File: src/rtl/core/b32d_pkg.sv
package b32d_pkg;

   localparam int NUM_SYMBOLS = 32;
   localparam int NUM_REGS = 8;
   localparam int SYM_W = 5;
   localparam int CHAR_W = 8;
   localparam int REG_W = 32;
   localparam int CSR_INDEX_W = 8;
   localparam int STORE_W = 7;
   localparam int HELD_W = 3;
   localparam int ACC_W = STORE_W + SYM_W;
   localparam int BYTE_BITS = 8;
   localparam int QUEUE_DEPTH = 2;

   typedef logic [NUM_REGS-1:0][REG_W-1:0] sym_regs_type;

   localparam sym_regs_type SYM_RESET = {
      32'h36353433, 32'h32315A59, 32'h58575655, 32'h54535251,
      32'h504F4E4D, 32'h4C4B4A49, 32'h48474645, 32'h44434241
   };

   typedef struct packed {
      logic             hit;
      logic [SYM_W-1:0] index;
   } lookup_type;

   typedef struct packed {
      logic             push;
      logic [SYM_W-1:0] index;
   } push_type;

   typedef struct packed {
      logic full;
      logic nonempty;
   } queue_status_type;

   function automatic lookup_type lookup_symbol(input sym_regs_type regs,
                                                input logic [CHAR_W-1:0] ch);
      lookup_type res;
      res.hit = 1'b0;
      res.index = '0;
      for (int i = 0; i < NUM_SYMBOLS; i++) begin
         if (regs[i / 4][(i % 4) * CHAR_W +: CHAR_W] == ch) begin
            res.hit = 1'b1;
            res.index = SYM_W'(i);
         end
      end
      return res;
   endfunction

endpackage

File: src/rtl/core/b32d_front.sv
module b32d_front (
   input  logic                             clock,
   input  logic                             reset,
   input  logic                             req_valid,
   input  logic [b32d_pkg::CHAR_W-1:0]      req_encoded_char,
   input  logic                             csr_valid,
   input  logic [b32d_pkg::CSR_INDEX_W-1:0] csr_index,
   input  logic [b32d_pkg::REG_W-1:0]       csr_data,
   input  b32d_pkg::queue_status_type       queue_status,
   output b32d_pkg::push_type               push_out
);

   b32d_pkg::sym_regs_type sym_regs_ff;
   b32d_pkg::lookup_type   match;
   logic                   accept;

   always_ff @(posedge clock) begin
      if (reset) begin
         sym_regs_ff <= b32d_pkg::SYM_RESET;
      end else if (csr_valid &&
                   csr_index < b32d_pkg::CSR_INDEX_W'(b32d_pkg::NUM_REGS)) begin
         sym_regs_ff[csr_index[$clog2(b32d_pkg::NUM_REGS)-1:0]] <= csr_data;
      end
   end

   always_comb begin
      match = b32d_pkg::lookup_symbol(sym_regs_ff, req_encoded_char);
      accept = req_valid && !queue_status.full;
      // drop characters outside the alphabet
      push_out.push = accept && match.hit;
      push_out.index = match.index;
   end

endmodule

File: src/rtl/core/b32d_queue.sv
module b32d_queue #(
   parameter int DEPTH = b32d_pkg::QUEUE_DEPTH
) (
   input  logic                         clock,
   input  logic                         reset,
   input  b32d_pkg::push_type           push_in,
   input  logic                         pop,
   output b32d_pkg::queue_status_type   status,
   output logic [b32d_pkg::SYM_W-1:0]   head_index
);

   localparam int PTR_W = (DEPTH > 1) ? $clog2(DEPTH) : 1;
   localparam int CNT_W = $clog2(DEPTH + 1);

   logic [b32d_pkg::SYM_W-1:0] entries_ff [DEPTH];
   logic [PTR_W-1:0]           wr_ptr_ff, wr_ptr_in;
   logic [PTR_W-1:0]           rd_ptr_ff, rd_ptr_in;
   logic [CNT_W-1:0]           count_ff, count_in;
   logic                       do_push, do_pop;

   always_comb begin
      status.full = (count_ff == CNT_W'(DEPTH));
      status.nonempty = (count_ff != '0);
      do_push = push_in.push && !status.full;
      do_pop = pop && status.nonempty;
      head_index = entries_ff[rd_ptr_ff];
      wr_ptr_in = wr_ptr_ff;
      rd_ptr_in = rd_ptr_ff;
      if (do_push) begin
         wr_ptr_in = (wr_ptr_ff == PTR_W'(DEPTH - 1)) ? '0 : wr_ptr_ff + 1'b1;
      end
      if (do_pop) begin
         rd_ptr_in = (rd_ptr_ff == PTR_W'(DEPTH - 1)) ? '0 : rd_ptr_ff + 1'b1;
      end
      count_in = count_ff;
      if (do_push && !do_pop) begin
         count_in = count_ff + 1'b1;
      end else if (do_pop && !do_push) begin
         count_in = count_ff - 1'b1;
      end
   end

   always_ff @(posedge clock) begin
      if (reset) begin
         wr_ptr_ff <= '0;
         rd_ptr_ff <= '0;
         count_ff <= '0;
      end else begin
         wr_ptr_ff <= wr_ptr_in;
         rd_ptr_ff <= rd_ptr_in;
         count_ff <= count_in;
      end
   end

   always_ff @(posedge clock) begin
      if (do_push) begin
         entries_ff[wr_ptr_ff] <= push_in.index;
      end
   end

   a_count_bound: assert property (@(posedge clock) disable iff (reset)
      count_ff <= CNT_W'(DEPTH))
      else $error("queue count above depth");

   a_no_push_full: assert property (@(posedge clock) disable iff (reset)
      push_in.push |-> !status.full)
      else $error("push into full queue");

   a_pop_only: assert property (@(posedge clock) disable iff (reset)
      (do_pop && !do_push) |=> count_ff == $past(count_ff) - 1'b1)
      else $error("queue count did not drop on pop");

endmodule

File: src/rtl/core/b32d_back.sv
module b32d_back (
   input  logic                              clock,
   input  logic                              reset,
   input  b32d_pkg::queue_status_type        queue_status,
   input  logic [b32d_pkg::SYM_W-1:0]        head_index,
   output logic                              pop,
   output logic                              rsp_valid,
   input  logic                              rsp_stall,
   output logic [b32d_pkg::BYTE_BITS-1:0]    rsp_decoded_byte
);

   logic [b32d_pkg::STORE_W-1:0]   store_ff, store_in;
   logic [b32d_pkg::HELD_W-1:0]    held_ff, held_in;
   logic                           out_valid_ff, out_valid_in;
   logic [b32d_pkg::BYTE_BITS-1:0] out_byte_ff, out_byte_in;
   logic [b32d_pkg::ACC_W-1:0]     acc;
   logic [b32d_pkg::HELD_W:0]      held_sum;
   logic [b32d_pkg::HELD_W-1:0]    rem;
   logic [b32d_pkg::ACC_W-1:0]     mask;

   always_comb begin
      pop = queue_status.nonempty && (!out_valid_ff || !rsp_stall);
      acc = {store_ff, head_index};
      held_sum = {1'b0, held_ff} + (b32d_pkg::HELD_W + 1)'(b32d_pkg::SYM_W);
      rem = held_sum[b32d_pkg::HELD_W-1:0];
      mask = (b32d_pkg::ACC_W'(1) << rem) - 1'b1;
      store_in = store_ff;
      held_in = held_ff;
      out_byte_in = out_byte_ff;
      out_valid_in = out_valid_ff && rsp_stall;
      if (pop) begin
         held_in = rem;
         store_in = b32d_pkg::STORE_W'(acc & mask);
         if (held_sum[b32d_pkg::HELD_W]) begin
            out_valid_in = 1'b1;
            out_byte_in = b32d_pkg::BYTE_BITS'(acc >> rem);
         end
      end
   end

   always_ff @(posedge clock) begin
      if (reset) begin
         store_ff <= '0;
         held_ff <= '0;
         out_valid_ff <= 1'b0;
      end else begin
         store_ff <= store_in;
         held_ff <= held_in;
         out_valid_ff <= out_valid_in;
      end
   end

   always_ff @(posedge clock) begin
      out_byte_ff <= out_byte_in;
   end

   assign rsp_valid = out_valid_ff;
   assign rsp_decoded_byte = out_byte_ff;

   a_store_clean: assert property (@(posedge clock) disable iff (reset)
      (store_ff >> held_ff) == '0)
      else $error("bits above held count are set");

   a_byte_due: assert property (@(posedge clock) disable iff (reset)
      (pop && held_ff >= b32d_pkg::HELD_W'(3)) |=> out_valid_ff)
      else $error("full byte not emitted");

   a_pop_needs_slot: assert property (@(posedge clock) disable iff (reset)
      pop |-> (!out_valid_ff || !rsp_stall))
      else $error("pop while output slot blocked");

endmodule

File: src/rtl/core/base32_stream_decoder_unit.sv
// Streaming base32 decoder with a programmable 32-character alphabet.
// Input channel req_*: one encoded character per word, accepted when req_valid
// is high and req_stall is low. Characters outside the alphabet are dropped
// without a result. Each matching character adds five bits; every full byte
// leaves on the rsp_* channel, oldest bits first. Leftover bits are kept.
// Configuration port csr_*: csr_index 0..7 selects the register holding four
// alphabet characters (lowest index in the low byte); csr_ready is always high
// and writes to higher indices are ignored. If a character appears twice,
// the highest index wins.
// A byte reaches rsp_* via the two-entry queue (written as the character
// completing it is accepted), then the accumulator and output register (on
// the pop). Throughput: one character per cycle unless rsp_stall holds the
// output, set by the single accumulator update per cycle in the back end.
// Reset: alphabet returns to "A".."Z","1".."6", the accumulator empties, the
// queue empties and the output valid flag is cleared.
// When rsp_stall holds, the output byte stays put, the queue fills, and
// req_stall rises once both queue entries are occupied.
module base32_stream_decoder_unit #(
   parameter int QUEUE_DEPTH = b32d_pkg::QUEUE_DEPTH
) (
   input  logic                             clock,
   input  logic                             reset,
   input  logic                             req_valid,
   output logic                             req_stall,
   input  logic [b32d_pkg::CHAR_W-1:0]      req_encoded_char,
   output logic                             rsp_valid,
   input  logic                             rsp_stall,
   output logic [b32d_pkg::BYTE_BITS-1:0]   rsp_decoded_byte,
   input  logic                             csr_valid,
   output logic                             csr_ready,
   input  logic [b32d_pkg::CSR_INDEX_W-1:0] csr_index,
   input  logic [b32d_pkg::REG_W-1:0]       csr_data
);

   b32d_pkg::push_type         push;
   b32d_pkg::queue_status_type queue_status;
   logic [b32d_pkg::SYM_W-1:0] head_index;
   logic                       pop;

   assign csr_ready = 1'b1;
   assign req_stall = queue_status.full;

   b32d_front u_front (
      .clock            (clock),
      .reset            (reset),
      .req_valid        (req_valid),
      .req_encoded_char (req_encoded_char),
      .csr_valid        (csr_valid),
      .csr_index        (csr_index),
      .csr_data         (csr_data),
      .queue_status     (queue_status),
      .push_out         (push)
   );

   b32d_queue #(
      .DEPTH (QUEUE_DEPTH)
   ) u_queue (
      .clock      (clock),
      .reset      (reset),
      .push_in    (push),
      .pop        (pop),
      .status     (queue_status),
      .head_index (head_index)
   );

   b32d_back u_back (
      .clock            (clock),
      .reset            (reset),
      .queue_status     (queue_status),
      .head_index       (head_index),
      .pop              (pop),
      .rsp_valid        (rsp_valid),
      .rsp_stall        (rsp_stall),
      .rsp_decoded_byte (rsp_decoded_byte)
   );

endmodule

File: config.mk
export PLATFORM = sky130hd
export DESIGN_NAME = base32_stream_decoder_unit
export DESIGN_NICKNAME = d
export VERILOG_FILES = /design/src/rtl/core/b32d_pkg.sv /design/src/rtl/core/b32d_front.sv /design/src/rtl/core/b32d_queue.sv /design/src/rtl/core/b32d_back.sv /design/src/rtl/core/base32_stream_decoder_unit.sv
export SDC_FILE = /design/constraint.sdc
export NUM_CORES = 1
export LEC_CHECK = 0
export BUFFER_PORTS_ARGS = -buffer_cell sky130_fd_sc_hd__buf_2
export CORE_MARGIN = 4
export CORE_UTILIZATION = 60
export CTS_CLUSTER_SIZE = 14
export DETAILED_ROUTE_END_ITERATION = 6
export PLACE_DENSITY = 0.83
export SLEW_MARGIN = 20
export SYNTH_ARGS = -nofsm -noshare
export SYNTH_HDL_FRONTEND = slang
export SYNTH_SLANG_ARGS = --single-unit
File: constraint.sdc
create_clock -name clock -period 4.5 [get_ports clock]
set_input_delay 0.675 -clock clock [delete_from_list [all_inputs] [get_ports clock]]
set_output_delay 0.675 -clock clock [all_outputs]
set_load 0.02 [all_outputs]
==> summary by stage, run 1 <==
Outcome
The run finished, with violations left. The checks that failed: design-rule violations.

GRT
The initial antenna violation count is 1. The via count of the first global-routing pass is 12050. The first global-routing pass estimated 64680 um of wire. The overall fraction of global-route tracks in use is 0.3030. The overall overflow remaining after global route is 0.

Entering global routing, the biggest net connects 157 pins.

Synth
The gate count after technology mapping is 1781. The number of register bits inferred by synthesis is 290. The count of flip-flops with a built-in enable after synthesis is 18. The synthesized netlist net count is 1841. The average instance area after synthesis is 8.210 sq um. For this run, the leading register cell type out of synthesis is dfxtp_1. The sequential cell area fraction in the yosys report is 0.4093.

The netlist area before placement is 0.01462 sq mm. The proportion of register bits with asynchronous set or reset after synthesis is 0. The post-synthesis cell type count is 55. The count of warnings emitted by yosys is 0.

Final layout
The filler cell count is 1904. The share of layout cells above drive strength 1 is 0.09486. Leaving out fill and tap cells, the most frequent cells in the layout are nand2_1, dfxtp_1, a21oi_1. Registers take 0.005986 sq mm. For this run, the share of the core covered by cells in the final layout is 0.6646. The area growth from synthesis to layout is 7.958%. The footprint of the multi-input gates is 0.007735 sq mm. For this run, the post-layout net count is 1808. The library cell used most frequently in the layout, excluding fill and tap cells, is nand2_1.

The final antenna diode count is 0.

Place
The count of buffers from port buffering is 62. The HPWL after detailed placement is 26090 um. At the end of routability-driven placement, the weighted congestion stood at 0.9588.

STA
For the final database, setup skew stands at 0.01685 ns. In the final timing run, aggregate negative setup slack is 0 ns. Setup violations remaining at the end of the flow were counted as 0. The share of the clock period used by the worst path after layout is 0.7017. The maximum operating frequency is 316.7 MHz. The number of hold-slack violations in the final timing report is 0. Setup repair after global routing left no endpoint under its margin.

After layout, the minimum clock period comes to 3.158 ns. The worst-margin pin slew is 1.102 ns. The worst slew slack as a fraction of its limit is 0.2650. The number of pins with negative max-slew slack in the final report is 0.

Route
The via-per-instance ratio is 5.894. The remaining antenna violation count is 0. The post-route DRC violation count is 13.

In the final routed layout, each cell accounts on average for 19.72 um. The via count is 12320. The overall routed net length is 41210 um. The initial DRC count is 1246.

The total iterations of the first detailed-routing run is 7.

Power and ir drop
The leakage power of the design is 6.015 nW. The maximum ir drop on the vdd rail is 0.3539 mV. The total power density per cell area is 396.2 mW/mm^2.

Clock tree
In this run, CTS created clock tree buffers numbering 30. The root buffer selected by CTS is clkbuf_16. At the later pin of the worst-skew pair, clock insertion delay measures 0.56 ns.

The number of gates resized after CTS was 0. The hold buffer count at cts is 0. The clock passes through at most 3 buffers.

CTS built an H-tree with a depth of 1. The buffers inserted during post-CTS setup optimization is 0. After clock tree synthesis, the clock-pin slew on the worst setup and hold paths is 0.06 ns. The clock tree from TritonCTS is built. The sink count of the clock tree is 290.

Hold path
Along the worst hold path, the cell count comes to 3. The path type of the worst min-delay path is in -> reg. The worst hold endpoint is u_back.rsp_valid. The startpoint of the worst hold path is rsp_stall.

Floorplanning
The floorplan step defined a die boundary enclosing 0.02693 sq mm. The vertical die dimension is 164.1 um. 64 I/O pins were placed. The starting density of the core is 0.6156. The die width is 164.1 um. The row count is 56.

The floorplan step defined a core boundary enclosing 0.02375 sq mm.

Worst setup path
The setup path with the least slack is of type in -> reg. The worst setup path is captured at a flip-flop. The minimum setup slack among reg-to-reg paths is 1.39 ns. The terminus of the critical flop-to-flop path is u_back.rsp_decoded_byte[4].

The startpoint of the worst register-to-register path is u_back.held_ff[0]. The arrival time of the worst setup path is 3.63 ns. The worst setup path is launched from an input pin. Measured in cells, the most critical reg-to-reg path has a length of 6. The required time of the critical path is 4.97 ns.

The highest net fanout along the worst path is 18.

Flow run
The tool flagged a number of max-cap violations equal to 0.
## metrics by stage
step	std cells	setup WS [ns]	hold slack, ns	power, mW	instance area, sq um
2_1_floorplan	1781	1.711	0.4481	3.509	14620
3_5_place_dp	2035	0.8457	0.4594	3.697	14740
4_1_cts	2090	1.398	0.3599	6.263	15790
6_report	2090	1.342	0.3764	6.255	15790
5_1_grt	2090	1.194	0.3853	6.475	15790
3_3_place_gp	2035	0.8678	0.4530	3.671	14740
## Yosys cell counts (all sizes together) (2+ instances only)
master   instances  area [sq um]
o311ai           2         17.52
o21ai           17         85.08
clkbuf          80         300.3
nor4b            2         30.03
a21oi          172         860.8
mux2             5         56.30
mux2i           13         130.1
nor3b            2         25.02
nand3            7         35.03
a2bb2oi          2         17.52
nor2            51         191.4
o31ai            3         22.52
nor4            38         289.0
dfxtp          272          5445
a211o            2         17.52
or2              4         25.02
and3             4         30.03
nand3b         112         840.8
nor2b            3         18.77
mux4             3         67.56
o211ai           2         15.01
o2111ai          2         17.52
a22oi            2         15.01
xor2           135          1197
or3              2         12.51
ha               7         87.58
and2             4         25.02
buf             77         624.4
nor3             6         30.03
inv              5         18.77
a31oi            4         25.02
xnor2          130          1139
nand2          550          2064
nand2b           2         12.51
nand4           33         206.5
edfxtp          18         540.5
## metal layers
| metal | GRT usage | up-vias | wire, um |
|---|---|---|---|
| li1 | - | 5744 | - |
| met1 | 0.4073 | 5888 | 17030 |
| met2 | 0.4940 | 584 | 19160 |
| met3 | 0.05320 | 100 | 3889 |
| met4 | 0.1048 | 2 | 1117 |
| met5 | 0 | - | 7 |
## area by class of cell
cell class,instances,area share
repair buffers,92,0.03828
multi-input cells,1329,0.4900
clock buffers,36,0.05287
flip-flops and latches,290,0.3792
inverters,5,0.001189
well taps,319,0.02528
clock inverters,19,0.01324
## cells by family after synthesis
family | Yosys count | share of synthesized area
flops | 290 | 0.4093
xor+xnor | 265 | 0.1598
other cells | 1 | 0.0002564
mux | 21 | 0.01737
fa+ha+maj | 7 | 0.005989
simple gates | 820 | 0.2623
compound gates | 215 | 0.08043
buf+inv | 162 | 0.06452
## worst max-delay path, stage by stage
cell,delay (ns)
buf_2,0.52
buf_4,0.32
xor2_1,0.09
nor4_1,0.38
nand2_1,0.20
o21ai_1,0.25
nor4_4,0.10
a41oi_4,0.24
ha_1,0.32
or3_1,0.36
a21oi_1,0.14
## registers in the layout, summed over array words and instances (netlist names), named ones only
name	cells
u_back.held_ff	3
u_back.rsp_decoded_byte	8
u_back.rsp_valid	1
u_back.store_ff	7
u_front.sym_regs_ff	256
u_queue.count_ff	2
u_queue.entries_ff	10
u_queue.rd_ptr_ff	1
u_queue.wr_ptr_ff	1
## how the worst max path moves through the flow
stage | startpoint | to | slack [ns] | cells past startpoint
floorplan | req_encoded_char[1] | u_queue.count_ff[1] | 1.71 | 11
global placement | req_encoded_char[7] | u_queue.count_ff[1] | 0.87 | 11
detailed placement | req_encoded_char[7] | u_queue.count_ff[1] | 0.85 | 11
CTS | u_back.held_ff[0] | u_back.rsp_decoded_byte[4] | 1.40 | 6
global route | u_back.held_ff[0] | u_back.rsp_decoded_byte[4] | 1.19 | 6
finish | req_encoded_char[7] | u_queue.count_ff[1] | 1.34 | 11
## power by group
group,internal (mW),leakage [nW],switching [mW]
registers,2.68,2.36,0.0772
logic,0.356,3.13,0.547
clock network,1.55,0.518,1.05
(Power assumes the default switching activity.)
==> run 2, diff against run 1 <==
==> constraint.sdc (replaced) <==
create_clock -name clock -period 3.3 [get_ports clock]
set_input_delay 0.495 -clock clock [delete_from_list [all_inputs] [get_ports clock]]
set_output_delay 0.495 -clock clock [all_outputs]
set_load 0.02 [all_outputs]
==> run 2 against run 1 <==
  * Largest cell class unchanged
  * Routed wire length shrank 0.17%
  * Sequential share of layout area fell by 0.59 points
  * Combinational power is 46% higher
  * Register-to-register slack lost 0.90 ns
  * The run now ends clean
  * Utilization rose by 1.0 points
  * Hold slack worse by 0.20 ns
==> summary by stage, run 2 (synthesized netlist as in run 1, its figures left out) <==
Clock tree
The insertion delay of the later-clocked pin in the worst-skew pair is 0.58 ns. In this run the number of H-tree levels came out at 1. The clock transition at the registers of the reported paths is 0.06 ns.

TritonCTS built the clock tree. After clock tree synthesis, the setup repair step added 0 buffers. The maximum count of clock buffers along a single path is 3. The hold buffer count at cts is 0.

The tree is rooted in a clkbuf_16. Post-CTS repair changed the size of 0 cells. Clock tree synthesis found a total of 290 sinks. The number of CTS-inserted buffers is 31.

Final layout
The library cell used most frequently in the layout, excluding fill and tap cells, is nand2_1. At the end of the flow, the number of nets in the layout was 1826. The footprint of the multi-input gates is 0.007735 sq mm. Counting flops per register, the top entry is u_front.sym_regs_ff. The area growth from synthesis to layout is 9.652%.

In the layout the commonest cells are nand2_1, dfxtp_1, a21oi_1. The flip-flop count of the largest register, all copies and words added is 256. The filler cell count is 1823. Of the cells placed in the final design, the portion with a size suffix greater than 1 is 0.1029. In the final layout, flip-flops and latches occupy 0.005986 sq mm. For this run, the share of the core covered by cells in the final layout is 0.6750.

Floorplanning
In this run the vertical extent of the chip is 164.1 um. The placeable core area is 0.02375 sq mm. The floorplan step set the die width to 164.1 um. The starting density of the core is 0.6156. The top-level I/O count is 64. The floorplan step defined a die boundary enclosing 0.02693 sq mm.

After floorplanning, the core was divided into 56 placement rows.

Power and ir drop
Summing internal, switching and leakage power gives 8.577 mW. Power spread over the standard cell area amounts to 534.9 mW/mm^2. The analysis attributes to cell leakage a power of 6.147 nW.

The maximum ir drop on the vdd rail is 0.4668 mV.

STA
Setup repair after global routing left no endpoint under its margin. The worst slew slack as a fraction of its limit is 0.4871. At the pin with the least slew margin, the transition time is 0.7665 ns. The number of pins with negative max-slew slack in the final report is 0. Setup violations remaining at the end of the flow were counted as 0.

The routed design could run at a clock period as short as 2.809 ns. The setup TNS is 0 ns. Across the routed clock network, the largest skew measured is 0.02122 ns. Timing would allow up to 356.0 MHz. The number of hold-slack violations in the final timing report is 0.

The share of the clock period used by the worst path after layout is 0.8512.

Route
The via-per-instance ratio is 5.936. Wires add up to 41140 um. The wire length per cell is 19.51 um. The first TritonRoute pass finished after 5 iterations. The via count is 12520. In the routed design, unresolved DRC markers number 0. The remaining antenna violation count is 0. After the first detailed-routing iteration, the DRC count stood at 1474.

Worst setup path
The critical path in this run is classified as reg -> reg. The worst setup path is launched from a flip-flop. The arrival time of the worst setup path is 3.30 ns. The critical path ends at u_queue.count_ff[1].

STA classifies the critical path endpoint as a flip-flop. The terminus of the critical flop-to-flop path is u_queue.count_ff[1]. The worst reg2reg path depth is 9. The worst register-to-register path begins at u_front.sym_regs_ff[81]. The required time of the critical path is 3.79 ns. The highest net fanout along the worst path is 4. Across all register-to-register paths, the minimum setup slack is 0.49 ns. The worst setup path startpoint is u_front.sym_regs_ff[81].

Outcome
The run finished with clean final reports.

GRT
The overall overflow remaining after global route is 0. The initial antenna violation count came to 1. Across every metal layer, demand over resource in global routing totals 0.3020. The global-route wire length before repair is 64830 um. The via count of the first global-routing pass came to 12120.

The largest net degree at the start of global routing is 99.

Place
The detailed placement HPWL is 25950 um. At the end of routability-driven placement, the weighted congestion stood at 1.011. Buffers placed on the I/O ports in this run total 62.

Flow run
The count of max-cap constraint violations is 0.

Hold path
The path type of the worst min-delay path is in -> reg.
[run 2: metal layers]
metal | track usage | vias to the layer above | share of wire
met5 | 0 | - | 0.00024
met4 | 0.1102 | 2 | 0.036
met3 | 0.04291 | 129 | 0.096
met2 | 0.4906 | 654 | 0.46
met1 | 0.4116 | 5949 | 0.41
li1 | - | 5785 | -
[run 2: final cells by class]
type	count	share of cell area
antenna	1	0.0001561
clock inverter	11	0.008116
sequential	290	0.3733
timing repair buffer	109	0.05267
clock buffer	45	0.05728
inverter	5	0.001171
multi-input combinational	1329	0.4824
tap	319	0.02489
[run 2: metrics by stage]
step / hold slack, ns / std cells / setup WS, ns / area [sq um]
3_3_place_gp: 0.4531 / 2052 / 0.1765 / 14980
3_5_place_dp: 0.4584 / 2052 / 0.1918 / 14980
4_1_cts: 0.1637 / 2108 / 0.6178 / 16030
6_report: 0.1798 / 2109 / 0.4911 / 16030
5_1_grt: 0.2195 / 2108 / 0.4658 / 16030
2_1_floorplan: 0.4481 / 1781 / 0.6913 / 14620
[run 2: how the worst min path moves through the flow]
stage | to | slack, ns | from | cells after the start
after floorplan | u_front.sym_regs_ff[100] | 0.45 | u_front.sym_regs_ff[100] | 2
after CTS | u_back.rsp_valid | 0.16 | rsp_stall | 3
after global placement | u_front.sym_regs_ff[108] | 0.45 | u_front.sym_regs_ff[108] | 2
final | u_back.rsp_valid | 0.18 | rsp_stall | 3
after detailed placement | u_front.sym_regs_ff[248] | 0.46 | u_front.sym_regs_ff[248] | 2
after global routing | u_back.rsp_valid | 0.22 | rsp_stall | 3
[run 2: power by group]
part | leakage [nW] | switching (mW) | internal, mW | total, mW
Combinational | 3.26 | 0.796 | 0.521 | 1.32
Sequential | 2.36 | 0.0818 | 3.65 | 3.73
Clock | 0.524 | 1.44 | 2.09 | 3.53
[run 2: worst max-delay path, cell delays in order, from the launching register on]
cell     delay (ns)
dfxtp_1        0.33
xor2_1         0.17
nor4_1         0.66
nand2_1        0.17
o21ai_1        0.14
nor3_1         0.12
a41oi_4        0.30
ha_1           0.32
or3_1          0.36
a21oi_1        0.15
